`src/rtl/bsrq_pkg.sv`:
```
package bsrq_pkg;

    typedef enum logic [2:0] {
        OP_PUT   = 3'd0,
        OP_RX    = 3'd1,
        OP_TXRDY = 3'd2,
        OP_GET   = 3'd3,
        OP_CLR   = 3'd4
    } t_op;

    localparam logic [7:0] CH_ESC = 8'h1B;
    localparam logic [7:0] CH_LBR = 8'h5B;
    localparam logic [7:0] CH_LF  = 8'h0A;
    localparam logic [7:0] CH_CR  = 8'h0D;

    // request passed from front to back
    typedef struct packed {
        logic [2:0] op;
        logic [7:0] data;
        logic       echo;
    } t_req;

endpackage

```
`src/rtl/bsrq_front.sv`:
```
module bsrq_front (
    input  logic            i_clk,
    input  logic            i_rst_n,
    input  logic            i_cfg_we,
    input  logic            i_cfg_data,
    input  logic            i_valid,
    output logic            o_ready,
    input  logic [2:0]      i_operation,
    input  logic [7:0]      i_data_byte,
    output logic            o_q_valid,
    input  logic            i_q_ready,
    output bsrq_pkg::t_req  o_q_req
);
    import bsrq_pkg::*;

    logic r_echo;
    // two-entry request queue
    t_req       r_q [2];
    logic       r_rd, r_wr;
    logic [1:0] r_cnt;
    logic       push, pop;

    assign o_ready   = (r_cnt != 2'd2);
    assign push      = i_valid && o_ready;
    assign o_q_valid = (r_cnt != 2'd0);
    assign pop       = o_q_valid && i_q_ready;
    assign o_q_req   = r_q[r_rd];

    always_ff @(posedge i_clk) begin
        if (!i_rst_n) begin
            r_echo <= 1'b0;
            r_rd   <= 1'b0;
            r_wr   <= 1'b0;
            r_cnt  <= 2'd0;
        end else begin
            if (i_cfg_we) r_echo <= i_cfg_data;
            if (push) r_wr <= ~r_wr;
            if (pop) r_rd <= ~r_rd;
            r_cnt <= r_cnt + {1'b0, push} - {1'b0, pop};
        end
    end

    always_ff @(posedge i_clk) begin
        if (push) begin
            r_q[r_wr].op   <= i_operation;
            r_q[r_wr].data <= i_data_byte;
            r_q[r_wr].echo <= r_echo;
        end
    end
endmodule

```
`src/rtl/bsrq_back.sv`:
```
module bsrq_back #(
    parameter int TX_DEPTH = 256,
    parameter int RX_DEPTH = 16
) (
    input  logic           i_clk,
    input  logic           i_rst_n,
    input  logic           i_q_valid,
    output logic           o_q_ready,
    input  bsrq_pkg::t_req i_q_req,
    output logic           o_valid,
    input  logic           i_ready,
    output logic           o_tx_valid,
    output logic [7:0]     o_tx_byte,
    output logic           o_read_valid,
    output logic [7:0]     o_read_byte,
    output logic           o_put_dropped,
    output logic           o_rx_nonempty,
    output logic           o_overrun_flag,
    output logic           o_tx_active,
    output logic [8:0]     o_tx_fill,
    output logic [4:0]     o_rx_fill
);
    import bsrq_pkg::*;

    localparam int TAW = $clog2(TX_DEPTH);
    localparam int RAW = $clog2(RX_DEPTH);
    localparam int TCW = $clog2(TX_DEPTH + 1);
    localparam int RCW = $clog2(RX_DEPTH + 1);

    typedef enum logic [3:0] {
        S_IDLE = 4'b0001,
        S_WR2  = 4'b0010,
        S_RD   = 4'b0100,
        S_OUT  = 4'b1000
    } t_state;

    t_state r_state, n_state;
    logic [7:0]     r_tx_mem [TX_DEPTH];
    logic [7:0]     r_rx_mem [RX_DEPTH];
    logic [TAW-1:0] r_tx_wr, r_tx_rd;
    logic [RAW-1:0] r_rx_wr, r_rx_rd;
    logic [TCW-1:0] r_tx_cnt;
    logic [RCW-1:0] r_rx_cnt;
    logic           r_ovr, r_txen;
    logic [7:0]     r_older, r_newer;
    t_req           r_req;
    logic [7:0]     r_tx_q, r_rx_q;
    logic           r_txv, r_rdv, r_drop;
    logic           r_busy, r_echo_blk;

    logic           tx_full, rx_full;
    logic           do_push, push_byte_lf, out_load;
    logic [7:0]     push_byte, rx_st, mapped;

    function automatic logic [TAW-1:0] tinc(input logic [TAW-1:0] a);
        tinc = (a == TAW'(TX_DEPTH - 1)) ? '0 : a + 1'b1;
    endfunction
    function automatic logic [RAW-1:0] rinc(input logic [RAW-1:0] a);
        rinc = (a == RAW'(RX_DEPTH - 1)) ? '0 : a + 1'b1;
    endfunction

    assign tx_full   = (r_tx_cnt == TCW'(TX_DEPTH));
    assign rx_full   = (r_rx_cnt == RCW'(RX_DEPTH));
    assign o_q_ready = (r_state == S_IDLE) && !r_busy;
    assign out_load  = (r_state == S_OUT) && (!o_valid || i_ready);
    assign rx_st     = (r_req.data == CH_CR) ? CH_LF : r_req.data;
    // S_IDLE writes CR for an LF put or an echoed LF receive, S_WR2 writes the byte itself
    assign push_byte_lf = (r_req.data == CH_LF);
    assign push_byte    = (r_state == S_IDLE && push_byte_lf) ? CH_CR : r_req.data;

    always_comb begin
        mapped = r_rx_q;
        if (r_older == CH_ESC && r_newer == CH_LBR) begin
            unique case (r_rx_q)
                8'h41:   mapped = 8'h77;
                8'h42:   mapped = 8'h73;
                8'h43:   mapped = 8'h64;
                8'h44:   mapped = 8'h61;
                default: mapped = r_rx_q;
            endcase
        end
    end

    // items load into r_req on accept, then run through S_IDLE, S_WR2 (puts and echoed receives only), S_RD and S_OUT
    always_comb begin
        n_state = r_state;
        do_push = 1'b0;
        unique case (r_state)
            S_IDLE: if (r_busy) begin
                if (r_req.op == OP_PUT || (r_req.op == OP_RX && r_req.echo)) begin
                    do_push = push_byte_lf;
                    n_state = S_WR2;
                end else begin
                    n_state = S_RD;
                end
            end
            S_WR2:   begin do_push = 1'b1; n_state = S_RD; end
            S_RD:    n_state = S_OUT;
            S_OUT:   if (!o_valid || i_ready) n_state = S_IDLE;
            default: n_state = S_IDLE;
        endcase
    end

    always_ff @(posedge i_clk) begin
        if (do_push && !tx_full) r_tx_mem[r_tx_wr] <= push_byte;
        if (r_state == S_RD && r_req.op == OP_RX && !rx_full) r_rx_mem[r_rx_wr] <= rx_st;
        if (r_state == S_RD) begin
            r_tx_q <= r_tx_mem[r_tx_rd];
            r_rx_q <= r_rx_mem[r_rx_rd];
        end
        if (i_q_valid && o_q_ready) r_req <= i_q_req;
    end

    always_ff @(posedge i_clk) begin
        if (!i_rst_n) begin
            r_state <= S_IDLE; r_busy <= 1'b0; o_valid <= 1'b0;
            r_tx_wr <= '0; r_tx_rd <= '0; r_tx_cnt <= '0;
            r_rx_wr <= '0; r_rx_rd <= '0; r_rx_cnt <= '0;
            r_ovr <= 1'b0; r_txen <= 1'b0; r_older <= '0; r_newer <= '0;
            r_txv <= 1'b0; r_rdv <= 1'b0; r_drop <= 1'b0; r_echo_blk <= 1'b0;
            o_tx_valid <= 1'b0; o_tx_byte <= '0; o_read_valid <= 1'b0;
            o_read_byte <= '0; o_put_dropped <= 1'b0; o_rx_nonempty <= 1'b0;
            o_overrun_flag <= 1'b0; o_tx_active <= 1'b0;
            o_tx_fill <= '0; o_rx_fill <= '0;
        end else begin
            r_state <= n_state;
            if (out_load) o_valid <= 1'b1;
            else if (o_valid && i_ready) o_valid <= 1'b0;
            if (r_state == S_IDLE && !r_busy && i_q_valid) r_busy <= 1'b1;
            if (r_state == S_IDLE && r_busy) begin
                r_txv <= 1'b0; r_rdv <= 1'b0;
                // echo is skipped entirely if the tx queue is full when the request is classified
                r_echo_blk <= (r_req.op == OP_RX) && tx_full;
                r_drop <= (r_req.op == OP_RX && tx_full && r_req.echo) ||
                          (do_push && tx_full);
            end else if (do_push && !r_echo_blk && tx_full) begin
                r_drop <= 1'b1;
            end
            if (do_push && !(r_state == S_WR2 && r_echo_blk) && !tx_full) begin
                r_tx_wr <= tinc(r_tx_wr);
                r_tx_cnt <= r_tx_cnt + 1'b1;
                r_txen <= 1'b1;
            end
            if (r_state == S_RD) begin
                unique case (r_req.op)
                    OP_RX: begin
                        if (rx_full) r_ovr <= 1'b1;
                        else begin
                            r_rx_wr <= rinc(r_rx_wr);
                            r_rx_cnt <= r_rx_cnt + 1'b1;
                        end
                    end
                    OP_TXRDY: begin
                        if (r_tx_cnt != '0) begin
                            r_txv <= 1'b1;
                            r_tx_rd <= tinc(r_tx_rd);
                            r_tx_cnt <= r_tx_cnt - 1'b1;
                        end else r_txen <= 1'b0;
                    end
                    OP_GET: begin
                        if (r_rx_cnt != '0) begin
                            r_rdv <= 1'b1;
                            r_rx_rd <= rinc(r_rx_rd);
                            r_rx_cnt <= r_rx_cnt - 1'b1;
                        end
                    end
                    OP_CLR: begin
                        r_rx_wr <= '0; r_rx_rd <= '0; r_rx_cnt <= '0;
                    end
                    default: ;
                endcase
            end
            // S_OUT waits only until the output register is free
            if (out_load) begin
                r_busy         <= 1'b0;
                o_tx_valid     <= r_txv;
                o_tx_byte      <= r_txv ? r_tx_q : 8'd0;
                o_read_valid   <= r_rdv;
                o_read_byte    <= r_rdv ? mapped : 8'd0;
                o_put_dropped  <= r_drop;
                o_rx_nonempty  <= (r_rx_cnt != '0);
                o_overrun_flag <= r_ovr;
                o_tx_active    <= r_txen;
                o_tx_fill      <= 9'(r_tx_cnt);
                o_rx_fill      <= 5'(r_rx_cnt);
                if (r_rdv) begin
                    r_older <= r_newer;
                    r_newer <= mapped;
                end
            end
        end
    end
endmodule

```
`src/rtl/buffered_serial_rx_tx_queues.sv`:
```
// each request runs through the back-end sequencer in order: load, classify with CR push,
// second push (puts and echoed receives only), queue read, result load; the back end takes
// a new request only after the result of the last one has loaded into the output register
// a two-entry request queue lets the input side run ahead of the back end
// i_rst_n synchronous active low: queues empty, flags and history cleared, echo off
module buffered_serial_rx_tx_queues #(
    parameter int TX_DEPTH = 256,
    parameter int RX_DEPTH = 16
) (
    input  logic       i_clk,
    input  logic       i_rst_n,
    input  logic       i_cfg_we,
    input  logic       i_cfg_data,
    input  logic       i_valid,
    output logic       o_ready,
    input  logic [2:0] i_operation,
    input  logic [7:0] i_data_byte,
    output logic       o_valid,
    input  logic       i_ready,
    output logic       o_tx_valid,
    output logic [7:0] o_tx_byte,
    output logic       o_read_valid,
    output logic [7:0] o_read_byte,
    output logic       o_put_dropped,
    output logic       o_rx_nonempty,
    output logic       o_overrun_flag,
    output logic       o_tx_active,
    output logic [8:0] o_tx_fill,
    output logic [4:0] o_rx_fill
);
    import bsrq_pkg::*;

    logic q_valid, q_ready;
    t_req q_req;

    bsrq_front u_front (
        .i_clk, .i_rst_n, .i_cfg_we, .i_cfg_data, .i_valid, .o_ready,
        .i_operation, .i_data_byte,
        .o_q_valid(q_valid), .i_q_ready(q_ready), .o_q_req(q_req)
    );

    bsrq_back #(.TX_DEPTH(TX_DEPTH), .RX_DEPTH(RX_DEPTH)) u_back (
        .i_clk, .i_rst_n,
        .i_q_valid(q_valid), .o_q_ready(q_ready), .i_q_req(q_req),
        .o_valid, .i_ready, .o_tx_valid, .o_tx_byte, .o_read_valid, .o_read_byte,
        .o_put_dropped, .o_rx_nonempty, .o_overrun_flag, .o_tx_active,
        .o_tx_fill, .o_rx_fill
    );
endmodule

```
`config.mk`:
```
export PLATFORM = sky130hd
export DESIGN_NAME = buffered_serial_rx_tx_queues
export DESIGN_NICKNAME = d
export VERILOG_FILES = /design/src/rtl/bsrq_pkg.sv /design/src/rtl/bsrq_front.sv /design/src/rtl/bsrq_back.sv /design/src/rtl/buffered_serial_rx_tx_queues.sv
export SDC_FILE = /design/constraint.sdc
export NUM_CORES = 2
export LEC_CHECK = 0
export ABC_AREA = 1
export BUFFER_PORTS_ARGS = -buffer_cell sky130_fd_sc_hd__buf_2
export CAP_MARGIN = 30
export CELL_PAD_IN_SITES_DETAIL_PLACEMENT = 2
export CELL_PAD_IN_SITES_GLOBAL_PLACEMENT = 2
export CORE_MARGIN = 3
export CORE_UTILIZATION = 48
export CTS_BUF_LIST = sky130_fd_sc_hd__clkbuf_4 sky130_fd_sc_hd__clkbuf_8
export DETAILED_ROUTE_END_ITERATION = 16
export PLACE_DENSITY = 0.93
export SETUP_SLACK_MARGIN = 0.2
export SLEW_MARGIN = 10
export SYNTH_ARGS = -nofsm -noshare
export SYNTH_HDL_FRONTEND = slang
export SYNTH_SLANG_ARGS = --single-unit
```
`constraint.sdc`:
```
create_clock -name i_clk -period 14.55 [get_ports i_clk]
set_input_delay 3.6375 -clock i_clk [delete_from_list [all_inputs] [get_ports i_clk]]
set_output_delay 3.6375 -clock i_clk [all_outputs]
set_load 0.05 [all_outputs]
```
==> results.tsv, run 1 <==
stage	metric	value	unit
clock_tree	CTS hold repair buffers	0	
clock_tree	Num CTS Buffers	396	
clock_tree	clk sinks	2335	
run_status	outcome	aborted with a tool error	
floorplanning	die width	457	um
place	port buffer count	54	
floorplanning	Initial Utilization	0.486	
place	HPWL Detailed	241000	um
floorplanning	io pins	55	
yosys	Synth warnings	0	
run_status	stopping stage	clock tree synthesis (4_1_cts)	
yosys	post-synth cell types	47	
yosys	area leader, netlist	edfxtp_1	
clock_tree	clock root buffer	clkbuf_8	
yosys	synth top area cells	edfxtp_1 (69%), nand2_1 (9.3%), nor2_1 (5.1%), nand3_1 (3.9%), o21ai_0 (3.0%)	
yosys	post-synth net total	9105	
yosys	Post-synth ARST share	0	
yosys	mean post-synth cell area	10.8	um^2
floorplanning	Die Ht	457	um
clock_tree	H-tree levels	5	
run_status	First Err	[ERROR DPL-0033] detailed placement checks failed during check placement.	
yosys	Post-Syn Instances	9070	
yosys	number of synthesized register bits	2335	
clock_tree	post-cts sizing count	0	
yosys	Main synth FF type	edfxtp_1	
clock_tree	worst-case clock buffer depth	4	
clock_tree	setup bufs post-CTS	0	
yosys	top cell type's share of synthesized area	0.685	
yosys	EDFF count, synth	2228	
yosys	register area share after synthesis	0.707	
floorplanning	Std-Cell Rows	164	
yosys	Synth Cell Area	0.0977	mm^2
place	GPL Wtd Cong	0.841	
[stage by stage]
step                instance area [um^2]  setup slack, ns  utilization  hold slack [ns]  cells
global placement                   99800             9.08        0.496            0.443  11359
detailed placement                 99900             8.77        0.497            0.452  11364
floorplan                          97700             9.29            -            0.420   9070
[cell usage after synthesis, types with 21 or more instances]
cell,number
nor2_1,1329
o211ai_1,64
buf_2,201
buf_4,27
nor3_1,21
o21ai_0,593
dfxtp_1,107
inv_1,673
nand3_1,767
nand2_1,2418
edfxtp_1,2228
buf_1,65
o21ai_1,41
a21oi_1,159
clkbuf_1,200
[logic make-up after synthesis]
kind of cell / share of synthesized area
DFF: 0.707
xor gates and xnor gates: 0.00108
and+or+nand+nor: 0.189
adders and majority gates: 0.00238
buffers and inverters: 0.0513
AOI/OAI and AO/OA: 0.0493
==> inputs of run 2 (changes only) <==
--- a/config.mk
+++ b/config.mk
@@ -8,14 +8,10 @@
 export ABC_AREA = 1
 export BUFFER_PORTS_ARGS = -buffer_cell sky130_fd_sc_hd__buf_2
 export CAP_MARGIN = 30
-export CELL_PAD_IN_SITES_DETAIL_PLACEMENT = 2
-export CELL_PAD_IN_SITES_GLOBAL_PLACEMENT = 2
 export CORE_MARGIN = 3
-export CORE_UTILIZATION = 48
-export CTS_BUF_LIST = sky130_fd_sc_hd__clkbuf_4 sky130_fd_sc_hd__clkbuf_8
+export CORE_UTILIZATION = 35
 export DETAILED_ROUTE_END_ITERATION = 16
-export PLACE_DENSITY = 0.93
-export SETUP_SLACK_MARGIN = 0.2
+export PLACE_DENSITY_LB_ADDON = 0.15
 export SLEW_MARGIN = 10
 export SYNTH_ARGS = -nofsm -noshare
 export SYNTH_HDL_FRONTEND = slang
==> results.tsv, run 2 <==
stage	metric	value	unit
clock_tree	clk_lat worst skew	0.84	ns
clock_tree	CTS hold repair buffers	0	
yosys	synth top area cells	edfxtp_1 (69%), nand2_1 (9.3%), nor2_1 (5.1%), nand3_1 (3.9%), o21ai_0 (3.0%)	
floorplanning	Core ar.	0.277	mm^2
yosys	post-synthesis compound-gate area fraction	0.0493	
setup_path	Buf/Inv on CP	8	
setup_path	Worst path top cell family by delay	buffers and inverters	
yosys	post-synthesis adder-cell area fraction	0.00238	
cells_and_area	nets	9055	
sta	Hold Fails Final Rpt	0	
power_and_ir_drop	clock share of power	0.404	
sta	max-slew violations	0	
power_and_ir_drop	Pint	12.3	mW
route	post-route ant nets	0	
cells_and_area	max reg flops	2048	
cells_and_area	most common cell after layout, fill and taps aside	nand2_1	
cells_and_area	Area Overhead vs Synth	12.6	%
clock_tree	CTS clk-pin slew, worst paths	0.06	ns
setup_path	critical path required time	15.10	ns
yosys	Synth warnings	0	
yosys	most numerous cell in the Yosys netlist	nand2_1	
cells_and_area	Filler cells	26799	
yosys	Post-synth ARST share	0	
setup_path	CP Class	flip-flop to flip-flop	
floorplanning	Initial Utilization	0.353	
yosys	top cell type's share of synthesized area	0.685	
flow_run	max cap viols	0	
yosys	mean post-synth cell area	10.8	um^2
global_routing	largest net degree at the start of global routing	252	
yosys	post-synthesis mux area share	0	
yosys	Main synth FF type	edfxtp_1	
sta	post-route minimum period	5.87	ns
setup_path	CP Capture Type	flip-flop	
setup_path	reg2reg setup slack	8.68	ns
place	port buffer count	54	
power_and_ir_drop	PD cells	148	mW/mm^2
min_path	Worst Hold Class	flip-flop to flip-flop	
global_routing	initial antenna violation count	15	
clock_tree	setup bufs post-CTS	0	
yosys	Post-Syn Instances	9070	
floorplanning	Std-Cell Rows	193	
sta	FMAX	170	MHz
floorplanning	io pins	55	
power_and_ir_drop	Peak VDD IR	0.205	mV
global_routing	vias in the first global route	62952	
sta	Final setup viols	0	
route	vias per inst	5.01	
floorplanning	die area	0.285	mm^2
yosys	Synth Cell Area	0.0977	mm^2
setup_path	Critical Path AT	6.43	ns
yosys	EDFF count, synth	2228	
sta	RSZ-0062 raised after global routing	false	
setup_path	Critical Path Source Type	flip-flop	
power_and_ir_drop	leakage	40.7	nW
sta	Period Utilization, post-route	0.404	
cells_and_area	register area	0.0691	mm^2
cells_and_area	share of cells above drive strength 1	0.0657	
clock_tree	post-cts sizing count	0	
power_and_ir_drop	combinational share of power	0.087	
clock_tree	Num CTS Buffers	273	
route	routed length per instance	22.7	um
global_routing	first-pass GRT wire length	432000	um
yosys	number of synthesized register bits	2335	
clock_tree	worst-case clock buffer depth	4	
route	initial DRC count	6553	
yosys	area leader, netlist	edfxtp_1	
cells_and_area	final instance area	0.110	mm^2
setup_path	Slowest-stage cell, CP	buf_4	
yosys	Post-Synth XOR/XNOR Area	0.00108	
cells_and_area	area of the multi-input gates	0.0237	mm^2
sta	Slew HR	0.326	
route	drt pass-1 iters	6	
clock_tree	H-tree levels	5	
global_routing	gr ovfl total	0	
sta	Setup TNS	0	ns
yosys	main combinational cell family by area after synthesis	simple AND/OR/NAND/NOR gates	
floorplanning	die width	534	um
power_and_ir_drop	sw frac	0.245	
cells_and_area	largest registers	u_back.r_tx_mem (2048), u_back.r_rx_mem (128), u_front.r_q (24)	
sta	Layout Skew	0.0460	ns
setup_path	CP Cell Sequence	buf_4, buf_4, buf_4, buf_4, buf_4, nand2_1, nand3_1, nand2_1, nand2_1, nand2_1, inv_1, nand2_1, nand2_1, nand2_1, inv_1, nand2_1, nand2_1, nand2_1, inv_1, nand2_1	
place	HPWL Detailed	164000	um
sta	worst slew pin tran	1.01	ns
setup_path	critical path's largest stage delay	0.83	ns
cells_and_area	most flop-heavy register	u_back.r_tx_mem	
floorplanning	Die Ht	534	um
clock_tree	CTS tree	built	
route	wirelength, routed	293000	um
place	GPL Wtd Cong	0.825	
yosys	post-synth cell types	47	
yosys	Simple-Gate Fraction of Synth Area	0.189	
run_status	outcome	finished, final reports clean	
power_and_ir_drop	Flop pwr share	0.510	
place	placed cell area	0.101	mm^2
setup_path	Worst Path Max Fanout	83	
route	DRC viols	0	
yosys	commonest cells in the netlist	nand2_1 (2418), edfxtp_1 (2228), nor2_1 (1329)	
clock_tree	clk sinks	2335	
cells_and_area	commonest non-fill, non-tap cells in the layout	nand2_1 (2409), edfxtp_1 (2228), nor2_1 (1327)	
yosys	register area share after synthesis	0.707	
setup_path	Worst path most repeated cell	nand2_1	
global_routing	Total Routing Usage GR	0.200	
power_and_ir_drop	switching power	3.99	mW
clock_tree	clock root buffer	clkbuf_16	
yosys	post-synth net total	9105	
route	Vias	64671	
## run 2: cell counts after synthesis
Identical to the previous run, type by type.
## run 2: area by class of cell
cell class | count | share of cell area
Tap cell | 3705 | 0.0422
Sequential cell | 2335 | 0.628
Multi-Input combinational cell | 5536 | 0.216
Antenna cell | 3 | 0.0000683
Timing Repair Buffer | 187 | 0.0141
Inverter | 687 | 0.0238
Clock buffer | 355 | 0.0674
Clock inverter | 105 | 0.00866
## run 2: per-layer routing
layer | routed length [um] | part of all wire | vias to the layer above | global-route usage
met5 | 0 | 0 | - | 0
met4 | 9880 | 0.034 | 0 | 0.0653
met3 | 17200 | 0.059 | 478 | 0.0266
met2 | 133000 | 0.46 | 1968 | 0.314
met1 | 132000 | 0.45 | 31805 | 0.288
li1 | - | - | 30420 | -
## run 2: power by group through the flow
| stage | Combinational [mW] | Sequential (mW) | Clock, mW |
|---|---|---|---|
| floorplan | 0.551 | 8.65 | 0 |
| global placement | 1.37 | 8.43 | 0 |
| detailed placement | 1.42 | 8.43 | 0 |
| CTS | 1.42 | 8.29 | 6.72 |
| global route | 1.53 | 8.29 | 6.97 |
| finish | 1.41 | 8.29 | 6.57 |
## run 2: final timing paths
check / endpoint / startpoint / depth (start not counted)
hold / removal: u_back.o_read_byte[4] / u_back.o_read_byte[4] / 2
setup / recovery: u_back.r_tx_q[5] / u_back.r_tx_rd[0] / 20
hold reg to reg: u_back.o_read_byte[4] / u_back.o_read_byte[4] / 2
setup reg to reg: u_back.r_tx_q[5] / u_back.r_tx_rd[0] / 20
## run 2: tightest hold or removal path: cells and delay by family (launching register included)
family           cells  cell delay [ns]
DFF                  1             0.31
and+or+nand+nor      2             0.11
## run 2: logic make-up (layout without fill, tap and decap cells)
kind of cell | Yosys count | after routing
buffers and inverters | 1199 | 1334
AND/OR/NAND/NOR | 4600 | 4600
AO/OA/AOI/OAI | 906 | 906
XOR/XNOR | 12 | 12
flip-flops | 2335 | 2335
adder cells (fa/ha/maj) | 18 | 18
other | 0 | 3
## run 2: stage by stage
stage | power, mW | std cells | worst slack (ns) | utilization | hold slack, ns
floorplan | 9.20 | 9070 | 9.29 | - | 0.420
global placement | 9.80 | 12419 | 8.63 | 0.365 | 0.436
detailed placement | 9.85 | 12433 | 8.66 | 0.366 | 0.434
CTS | 16.4 | 12893 | 8.64 | 0.396 | 0.458
global route | 16.8 | 12911 | 8.13 | 0.397 | 0.472
finish | 16.3 | 12913 | 8.68 | 0.397 | 0.453
Power figures use the tool's default switching activity.
